<file path="src/rtl/core/cdc_pkg.sv">
// ----------------------------------------------------------------------------
// cdc_pkg
// Shared types, tables and small arithmetic helpers for the calendar
// date/time check pipeline.
// ----------------------------------------------------------------------------
package cdc_pkg;

  // Largest valid value of each decimal field but the day, then month constants.
  localparam logic [6:0] YEAR_MAX   = 7'd99;
  localparam logic [3:0] MONTH_MAX  = 4'd12;
  localparam logic [4:0] HOUR_MAX   = 5'd23;
  localparam logic [5:0] MINUTE_MAX = 6'd59;
  localparam logic [5:0] SECOND_MAX = 6'd59;
  localparam logic [3:0] MONTH_FEB  = 4'd2;
  localparam logic [3:0] MONTH_MAR  = 4'd3;
  localparam logic [4:0] FEB_LEAP_LEN = 5'd29;
  // The year term of the weekday formula works on 100 + year offset.
  localparam logic [7:0] YEAR_BASE  = 8'd100;
  localparam logic [2:0] SUNDAY     = 3'd7;

  // Payload held in the first stage register.
  typedef struct packed {
    logic       bad;
    logic       leap;
    logic [3:0] month;
    logic [4:0] day;
    logic [2:0] weekday;
    logic       pm;
    logic [7:0] ysum;
    logic [7:0] year_bcd;
    logic [4:0] month_bcd;
    logic [5:0] day_bcd;
    logic [5:0] hour_bcd;
    logic [6:0] minute_bcd;
    logic [6:0] second_bcd;
  } s1_t;

  // Payload held in the second stage register.
  typedef struct packed {
    logic       bad;
    logic [5:0] tsum;
    logic [2:0] weekday;
    logic       pm;
    logic [7:0] year_bcd;
    logic [4:0] month_bcd;
    logic [5:0] day_bcd;
    logic [5:0] hour_bcd;
    logic [6:0] minute_bcd;
    logic [6:0] second_bcd;
  } s2_t;

  // Days in each month of a common year.
  function automatic logic [4:0] month_len(input logic [3:0] m);
    logic [4:0] len;
    case (m)
      4'd2:                      len = 5'd28;
      4'd4, 4'd6, 4'd9, 4'd11:   len = 5'd30;
      default:                   len = 5'd31;
    endcase
    return len;
  endfunction

  // Month offsets of the weekday formula.
  function automatic logic [2:0] month_ofs(input logic [3:0] m);
    logic [2:0] ofs;
    case (m)
      4'd2, 4'd3, 4'd11: ofs = 3'd3;
      4'd4, 4'd7:        ofs = 3'd6;
      4'd5:              ofs = 3'd1;
      4'd6:              ofs = 3'd4;
      4'd8:              ofs = 3'd2;
      4'd9, 4'd12:       ofs = 3'd5;
      default:           ofs = 3'd0;
    endcase
    return ofs;
  endfunction

  // Remainder by seven: 36/256 never overshoots v/7, so the estimated
  // quotient is at most one short and one subtraction corrects it.
  function automatic logic [2:0] mod7(input logic [7:0] v);
    logic [15:0] p;
    logic [7:0]  q;
    logic [7:0]  r;
    p = 16'(v) * 16'd36;
    q = p[15:8];
    r = v - 8'(11'(q) * 11'd7);
    if (r >= 8'd7) begin
      r = r - 8'd7;
    end
    return r[2:0];
  endfunction

  // Two packed BCD digits of a value below 100; tens from 205/2048.
  function automatic logic [7:0] to_bcd(input logic [6:0] v);
    logic [17:0] p;
    logic [3:0]  tens;
    logic [7:0]  units;
    p     = 18'(v) * 18'd205;
    tens  = p[14:11];
    units = 8'(v) - 8'(tens) * 8'd10;
    return {tens, units[3:0]};
  endfunction

endpackage

</file>
<file path="src/rtl/core/cdc_range_bcd.sv">
// ----------------------------------------------------------------------------
// cdc_range_bcd
// First stage: field range checks, leap flag, BCD conversion and the
// raw year term of the weekday formula.
// ----------------------------------------------------------------------------
module cdc_range_bcd (
  input  logic          clk,
  input  logic          rst_n,
  input  logic          in_vld,
  input  logic [6:0]    year_offset,
  input  logic [3:0]    month_num,
  input  logic [4:0]    day_of_month,
  input  logic [2:0]    weekday_in,
  input  logic [4:0]    hour_num,
  input  logic [5:0]    minute_num,
  input  logic [5:0]    second_num,
  input  logic          pm_flag,
  output logic          s1_vld,
  output cdc_pkg::s1_t  s1
);

  logic         vld_r;
  cdc_pkg::s1_t s1_r;
  cdc_pkg::s1_t s1_nxt;
  logic [7:0]   year_b;
  logic [7:0]   month_b;
  logic [7:0]   day_b;
  logic [7:0]   hour_b;
  logic [7:0]   minute_b;
  logic [7:0]   second_b;
  logic [7:0]   y;

  always_comb begin
    year_b   = cdc_pkg::to_bcd(year_offset);
    month_b  = cdc_pkg::to_bcd(7'(month_num));
    day_b    = cdc_pkg::to_bcd(7'(day_of_month));
    hour_b   = cdc_pkg::to_bcd(7'(hour_num));
    minute_b = cdc_pkg::to_bcd(7'(minute_num));
    second_b = cdc_pkg::to_bcd(7'(second_num));
    y        = cdc_pkg::YEAR_BASE + 8'(year_offset);

    s1_nxt.bad = (year_offset > cdc_pkg::YEAR_MAX) ||
                 (month_num == 4'd0) || (month_num > cdc_pkg::MONTH_MAX) ||
                 (day_of_month == 5'd0) || (weekday_in == 3'd0) ||
                 (hour_num > cdc_pkg::HOUR_MAX) ||
                 (minute_num > cdc_pkg::MINUTE_MAX) ||
                 (second_num > cdc_pkg::SECOND_MAX);
    // Within 2000..2099 only 2000 is a century year, and it is a leap year.
    s1_nxt.leap       = (year_offset[1:0] == 2'b00);
    s1_nxt.month      = month_num;
    s1_nxt.day        = day_of_month;
    s1_nxt.weekday    = weekday_in;
    s1_nxt.pm         = pm_flag;
    s1_nxt.ysum       = y + {2'b00, y[7:2]};
    s1_nxt.year_bcd   = year_b;
    s1_nxt.month_bcd  = month_b[4:0];
    s1_nxt.day_bcd    = day_b[5:0];
    s1_nxt.hour_bcd   = hour_b[5:0];
    s1_nxt.minute_bcd = minute_b[6:0];
    s1_nxt.second_bcd = second_b[6:0];
  end

  always_ff @(posedge clk) begin
    if (!rst_n) begin
      vld_r <= 1'b0;
    end else begin
      vld_r <= in_vld;
    end
  end

  always_ff @(posedge clk) begin
    s1_r <= s1_nxt;
  end

  assign s1_vld = vld_r;
  assign s1     = s1_r;

endmodule

</file>
<file path="src/rtl/core/cdc_month_week.sv">
// ----------------------------------------------------------------------------
// cdc_month_week
// Second stage: month length check and the unreduced weekday sum.
// ----------------------------------------------------------------------------
module cdc_month_week (
  input  logic          clk,
  input  logic          rst_n,
  input  logic          s1_vld,
  input  cdc_pkg::s1_t  s1,
  output logic          s2_vld,
  output cdc_pkg::s2_t  s2
);

  logic         vld_r;
  cdc_pkg::s2_t s2_r;
  cdc_pkg::s2_t s2_nxt;
  logic [4:0]   lim;
  logic [6:0]   t;

  always_comb begin
    lim = cdc_pkg::month_len(s1.month);
    if (s1.month == cdc_pkg::MONTH_FEB && s1.leap) begin
      lim = cdc_pkg::FEB_LEAP_LEN;
    end
    t = 7'(cdc_pkg::mod7(s1.ysum)) + 7'(s1.day) + 7'(cdc_pkg::month_ofs(s1.month));
    // January and February of a leap year count one day less.
    if (s1.leap && s1.month < cdc_pkg::MONTH_MAR) begin
      t = t - 7'd1;
    end

    s2_nxt.bad        = s1.bad || (s1.day > lim);
    s2_nxt.tsum       = t[5:0];
    s2_nxt.weekday    = s1.weekday;
    s2_nxt.pm         = s1.pm;
    s2_nxt.year_bcd   = s1.year_bcd;
    s2_nxt.month_bcd  = s1.month_bcd;
    s2_nxt.day_bcd    = s1.day_bcd;
    s2_nxt.hour_bcd   = s1.hour_bcd;
    s2_nxt.minute_bcd = s1.minute_bcd;
    s2_nxt.second_bcd = s1.second_bcd;
  end

  always_ff @(posedge clk) begin
    if (!rst_n) begin
      vld_r <= 1'b0;
    end else begin
      vld_r <= s1_vld;
    end
  end

  always_ff @(posedge clk) begin
    s2_r <= s2_nxt;
  end

  assign s2_vld = vld_r;
  assign s2     = s2_r;

endmodule

</file>
<file path="src/rtl/core/cdc_result.sv">
// ----------------------------------------------------------------------------
// cdc_result
// Third stage: final weekday reduction, zeroing of invalid beats and the
// output register.
// ----------------------------------------------------------------------------
module cdc_result (
  input  logic          clk,
  input  logic          rst_n,
  input  logic          s2_vld,
  input  cdc_pkg::s2_t  s2,
  output logic          out_valid,
  output logic          out_is_invalid,
  output logic [7:0]    out_year_bcd,
  output logic [4:0]    out_month_bcd,
  output logic [5:0]    out_day_bcd,
  output logic [2:0]    out_weekday_out,
  output logic [2:0]    out_weekday_calc,
  output logic [5:0]    out_hour_bcd,
  output logic [6:0]    out_minute_bcd,
  output logic [6:0]    out_second_bcd,
  output logic          out_pm_out
);

  logic       vld_r;
  logic       bad_r;
  logic [7:0] year_r;
  logic [4:0] month_r;
  logic [5:0] day_r;
  logic [2:0] wk_r;
  logic [2:0] wkc_r;
  logic [5:0] hour_r;
  logic [6:0] minute_r;
  logic [6:0] second_r;
  logic       pm_r;
  logic [2:0] wkc_nxt;
  logic       ok;

  always_comb begin
    wkc_nxt = cdc_pkg::mod7(8'(s2.tsum));
    if (wkc_nxt == 3'd0) begin
      wkc_nxt = cdc_pkg::SUNDAY;
    end
    ok = !s2.bad;
  end

  always_ff @(posedge clk) begin
    if (!rst_n) begin
      vld_r <= 1'b0;
    end else begin
      vld_r <= s2_vld;
    end
  end

  always_ff @(posedge clk) begin
    bad_r    <= s2.bad;
    year_r   <= ok ? s2.year_bcd   : 8'd0;
    month_r  <= ok ? s2.month_bcd  : 5'd0;
    day_r    <= ok ? s2.day_bcd    : 6'd0;
    wk_r     <= ok ? s2.weekday    : 3'd0;
    wkc_r    <= ok ? wkc_nxt       : 3'd0;
    hour_r   <= ok ? s2.hour_bcd   : 6'd0;
    minute_r <= ok ? s2.minute_bcd : 7'd0;
    second_r <= ok ? s2.second_bcd : 7'd0;
    pm_r     <= ok && s2.pm;
  end

  assign out_valid        = vld_r;
  assign out_is_invalid   = bad_r;
  assign out_year_bcd     = year_r;
  assign out_month_bcd    = month_r;
  assign out_day_bcd      = day_r;
  assign out_weekday_out  = wk_r;
  assign out_weekday_calc = wkc_r;
  assign out_hour_bcd     = hour_r;
  assign out_minute_bcd   = minute_r;
  assign out_second_bcd   = second_r;
  assign out_pm_out       = pm_r;

endmodule

</file>
<file path="src/rtl/core/calendar_datetime_check_bcd_unit.sv">
// ----------------------------------------------------------------------------
// calendar_datetime_check_bcd_unit
// Checks a decimal calendar date/time, converts it to packed BCD and
// computes the weekday from the date.
// ----------------------------------------------------------------------------
//
//   Channel  | Handshake          | Fields
//   ---------+--------------------+-----------------------------------------
//   input    | start, busy        | in_year_offset .. in_pm_flag
//   result   | out_valid (strobe) | out_is_invalid .. out_pm_out
//
// Three register stages: range checks and BCD, month length and weekday sum,
// weekday reduction and output register. One beat is taken every cycle and
// its result goes through the stage registers and shows for one cycle only.
// busy never rises, as the pipeline has no stall path.
// Synchronous reset clears the stage valid bits; nothing else needs it.
// ----------------------------------------------------------------------------
module calendar_datetime_check_bcd_unit (
  input  logic       clk,
  input  logic       rst_n,
  input  logic       start,
  output logic       busy,
  input  logic [6:0] in_year_offset,
  input  logic [3:0] in_month_num,
  input  logic [4:0] in_day_of_month,
  input  logic [2:0] in_weekday_in,
  input  logic [4:0] in_hour_num,
  input  logic [5:0] in_minute_num,
  input  logic [5:0] in_second_num,
  input  logic       in_pm_flag,
  output logic       out_valid,
  output logic       out_is_invalid,
  output logic [7:0] out_year_bcd,
  output logic [4:0] out_month_bcd,
  output logic [5:0] out_day_bcd,
  output logic [2:0] out_weekday_out,
  output logic [2:0] out_weekday_calc,
  output logic [5:0] out_hour_bcd,
  output logic [6:0] out_minute_bcd,
  output logic [6:0] out_second_bcd,
  output logic       out_pm_out
);

  logic         s1_vld;
  cdc_pkg::s1_t s1;
  logic         s2_vld;
  cdc_pkg::s2_t s2;

  assign busy = 1'b0;

  cdc_range_bcd u_range_bcd (
    .clk          (clk),
    .rst_n        (rst_n),
    .in_vld       (start),
    .year_offset  (in_year_offset),
    .month_num    (in_month_num),
    .day_of_month (in_day_of_month),
    .weekday_in   (in_weekday_in),
    .hour_num     (in_hour_num),
    .minute_num   (in_minute_num),
    .second_num   (in_second_num),
    .pm_flag      (in_pm_flag),
    .s1_vld       (s1_vld),
    .s1           (s1)
  );

  cdc_month_week u_month_week (
    .clk    (clk),
    .rst_n  (rst_n),
    .s1_vld (s1_vld),
    .s1     (s1),
    .s2_vld (s2_vld),
    .s2     (s2)
  );

  cdc_result u_result (
    .clk              (clk),
    .rst_n            (rst_n),
    .s2_vld           (s2_vld),
    .s2               (s2),
    .out_valid        (out_valid),
    .out_is_invalid   (out_is_invalid),
    .out_year_bcd     (out_year_bcd),
    .out_month_bcd    (out_month_bcd),
    .out_day_bcd      (out_day_bcd),
    .out_weekday_out  (out_weekday_out),
    .out_weekday_calc (out_weekday_calc),
    .out_hour_bcd     (out_hour_bcd),
    .out_minute_bcd   (out_minute_bcd),
    .out_second_bcd   (out_second_bcd),
    .out_pm_out       (out_pm_out)
  );

endmodule

</file>
<file path="config.mk">
export PLATFORM = sky130hd
export DESIGN_NAME = calendar_datetime_check_bcd_unit
export DESIGN_NICKNAME = d
export VERILOG_FILES = /design/src/rtl/core/cdc_pkg.sv /design/src/rtl/core/cdc_range_bcd.sv /design/src/rtl/core/cdc_month_week.sv /design/src/rtl/core/cdc_result.sv /design/src/rtl/core/calendar_datetime_check_bcd_unit.sv
export SDC_FILE = /design/constraint.sdc
export NUM_CORES = 1
export LEC_CHECK = 0
export BUFFER_PORTS_ARGS = -buffer_cell sky130_fd_sc_hd__buf_2
export CAP_MARGIN = 20
export CORE_UTILIZATION = 55
export CTS_CLUSTER_DIAMETER = 120
export CTS_CLUSTER_SIZE = 25
export DETAILED_ROUTE_END_ITERATION = 8
export PLACE_DENSITY = 0.77
export SLEW_MARGIN = 30
export SYNTH_ARGS = -nofsm -noshare
export SYNTH_HDL_FRONTEND = slang
export SYNTH_SLANG_ARGS = --single-unit
</file>
<file path="constraint.sdc">
create_clock -name clk -period 7.05 [get_ports clk]
set_input_delay 0.3525 -clock clk [delete_from_list [all_inputs] [get_ports clk]]
set_output_delay 0.3525 -clock clk [all_outputs]
set_load 0.05 [all_outputs]
</file>
==> metrics.md <==
| Metric | Value |
|---|---|
| Status | `complete, no violations` |
| Clock Latency Late Sink | `420 ps` |
| Port Buffer Count | `87` |
| R2r setup slk | `170 ps` |
| Fin. max-slew vios | `0` |
| Max Cap Viol | `0` |
| Synth unique cells | `66` |
| CTS tree | `yes` |
| TritonCTS buffer count | `17` |
| Hold Vio Cnt, Final | `0` |
| DRC Markers | `0` |
| Overflow after GRT | `0` |
| Max_slew headroom | `0.584` |
| Critical path class | `register to register` |
| Hold_buf cts | `0` |
| Pre-CTS WS | `-33.7 ps` |
| Die X | `137 um` |
| CTS Sinks | `163` |
| Met2 usage | `0.350` |
| Finished Layout Cells | `1,318` |
| WL/cell | `13.2 um` |
| Worst EP arrival | `7170 ps` |
| Final Cycle Share | `0.976` |
| Worst endpoint required time | `7340 ps` |
| Destination of the worst hold path | `u_range_bcd.s1[47]$_DFF_P_` |
| Layout Skew | `14.1 ps` |
| Most frequent cells in the layout | `ha_1, inv_1, dfxtp_1` |
| Avg Inst Size Synth | `10.4 um^2` |
| Clock transition at path regs | `70 ps` |
| Clk buf depth | `2` |
| Min cycle time layout | `6880 ps` |
| Met3 global-route usage | `0.0400` |
| Routed WL | `17,400 um` |
| Area delta synth->final | `15.1%` |
| HP Class | `input port to register` |
| Nets | `1,372` |
| RR Endpoint | `u_month_week.s2[48]$_DFF_P_` |
| Synth Flop Type | `dfxtp_1` |
| Yosys reg bits | `163` |
| Synth area leader | `dfxtp_1` |
| Dpl cell area | `0.0107 mm^2` |
| Crit-path max FO | `5` |
| Initial antenna violation count | `1` |
| Die ar. | `0.0188 mm^2` |
| Initial DRC Count | `199` |
| Synth Warn # | `0` |
| Die Y | `137 um` |
| Global-route wire length before repair | `28,600 um` |
| Largest cells by area after synthesis | `dfxtp_1, ha_1, fa_1, inv_1, xnor2_1` |
| Detail Route Antenna Nets | `0` |
| Vias in the first global route | `6,501` |
| Via count | `6,617` |
| Asr flop ratio synth | `0` |
| FF-to-FF Start | `u_range_bcd.s1[44]$_DFF_P_` |
| CP endpoint kind | `register` |
| Mapped Area | `0.0100 mm^2` |
| H-tree depth | `4` |
| Initial cell density of the core | `0.561` |
| Design Area, Final | `0.0116 mm^2` |
| Mapped Nets | `1,265` |
| Worst slew pin tran | `617 ps` |
| Mapped Cells | `968` |
| Routability cong. | `0.853` |
| Max incr delay on CP | `530 ps` |
| Pin count of the biggest net entering global routing | `48` |
| IO Pins | `89` |
| Hold_sp | `in_pm_flag` |
| All-layer global routing usage | `0.196` |
| PnR worst setup slack | `166 ps` |
| Root Driver | `clkbuf_16` |
| Met1 Track Usage GR | `0.229` |
| Top Usage Layer GRT | `met2` |
| Highest Clock Rate | `145 MHz` |
| Core Area | `0.0179 mm^2` |
| Vias/cell | `5.02` |
| Top cell type's share of synthesized area | `0.325` |
| Seq/Total Area, Yosys | `0.325` |
| R2R cell count | `28` |
| Final setup viols | `0` |
| DPL Wire Length | `13,400 um` |
| Commonest non-fill, non-tap cell in the layout | `ha_1` |
| Number of synthesized flops with an enable pin | `0` |
| Hold Crit Depth | `1` |
| Rows | `49` |
| DP Cell Count | `1,278` |
| CP startpoint kind | `register` |
| Layout cells sized above 1 | `0.154` |
| DRT Pass-1 Iters | `4` |
| CP max-delay cell | `or4b_4` |
==> what timing repair did <==
action	in CTS	in global routing
buffers inserted	2	5
setup endpoints to repair	1	2
cloned	0	0
gates resized for setup	3	17
pin swaps	3	6
==> kinds of logic (layout without fill, tap and decap cells) <==
logic type,after synthesis,after routing,synth area share
simple gates,161,161,0.0882
fa+ha+maj,257,257,0.354
compound gates,125,125,0.0869
xor+xnor,75,75,0.0662
other cells,1,2,0.000374
buf+inv,175,295,0.0660
flops,163,163,0.325
mux,11,11,0.0131
==> metrics by stage <==
stage,utilization,hold slack (ps),setup TNS [ps]
2_1_floorplan,-,310,0
3_5_place_dp,0.600,312,-33.7
3_3_place_gp,0.600,310,0
5_1_grt,0.645,30.2,-101
6_report,0.645,45.1,0
4_1_cts,0.638,26.4,0
==> final cells by class <==
type / instances / area, um^2
fillers: 1415 / 6350
multi-input cells: 630 / 6220
flip-flops and latches: 163 / 3270
inverters: 164 / 616
repair buffers: 99 / 526
clock buffers: 18 / 439
well taps: 229 / 287
clock inverters: 14 / 196
diodes: 1 / 2.50
==> registers in the layout (all words and copies together), names as in the netlist, named ones only <==
register / cells
u_result.out_day_bcd: 6
u_result.out_weekday_out: 3
u_range_bcd.s1: 60
u_result.out_weekday_calc: 3
u_month_week.s2_vld: 1
u_result.out_is_invalid: 1
u_result.out_pm_out: 1
u_month_week.s2: 50
u_result.out_valid: 1
u_result.out_hour_bcd: 6
u_result.out_month_bcd: 5
u_result.out_year_bcd: 8
u_result.out_second_bcd: 7
u_range_bcd.s1_vld: 1
u_result.out_minute_bcd: 7
==> worst max path at each step <==
stage               slack [ps]                        from  cells past startpoint                          end
global route              -100  u_range_bcd.s1[40]$_DFF_P_                     28  u_month_week.s2[48]$_DFF_P_
global placement           180  u_range_bcd.s1[44]$_DFF_P_                     28  u_month_week.s2[48]$_DFF_P_
CTS                          6  u_range_bcd.s1[44]$_DFF_P_                     28  u_month_week.s2[48]$_DFF_P_
floorplan                  280  u_range_bcd.s1[45]$_DFF_P_                     28  u_month_week.s2[48]$_DFF_P_
detailed placement         -30  u_range_bcd.s1[44]$_DFF_P_                     28  u_month_week.s2[48]$_DFF_P_
finish                     170  u_range_bcd.s1[44]$_DFF_P_                     28  u_month_week.s2[48]$_DFF_P_
==> cells in the mapped netlist, types with 4 or more instances <==
| library cell | n |
|---|---|
| o21bai_1 | 5 |
| nand3_1 | 5 |
| nor2b_1 | 49 |
| clkbuf_1 | 9 |
| nand2_1 | 28 |
| a31oi_1 | 7 |
| mux2i_1 | 8 |
| o21ai_0 | 17 |
| nor2_1 | 30 |
| and2_1 | 8 |
| dfxtp_1 | 163 |
| fa_1 | 45 |
| a21oi_1 | 35 |
| or2_2 | 7 |
| o211ai_1 | 4 |
| inv_1 | 164 |
| xor2_1 | 26 |
| a21o_1 | 18 |
| nor3b_1 | 5 |
| ha_1 | 212 |
| nand4_1 | 5 |
| nor3_1 | 6 |
| o21ai_1 | 5 |
| xnor2_1 | 48 |
| a211oi_1 | 5 |
==> critical path, delay by kind of cell (launching register included) <==
kind                     cells  cell delay (ps)
adder cells (fa/ha/maj)      8             2620
multiplexers                 2              420
AND/OR/NAND/NOR              6             1390
buffers and inverters        3              170
flip-flops                   1              360
XOR/XNOR                     1              160
AO/OA/AOI/OAI                8             1630
==> metal layers <==
layer  routed length (um)  vias up
li1                     -     3431
met5                    0        -
met3                  513       24
met2                 8830      102
met1                 7700     3060
met4                  332        0
Power is left out: the tool's default activity adds up to more than one toggle a clock period on the data nets, which glitch-free logic cannot reach.
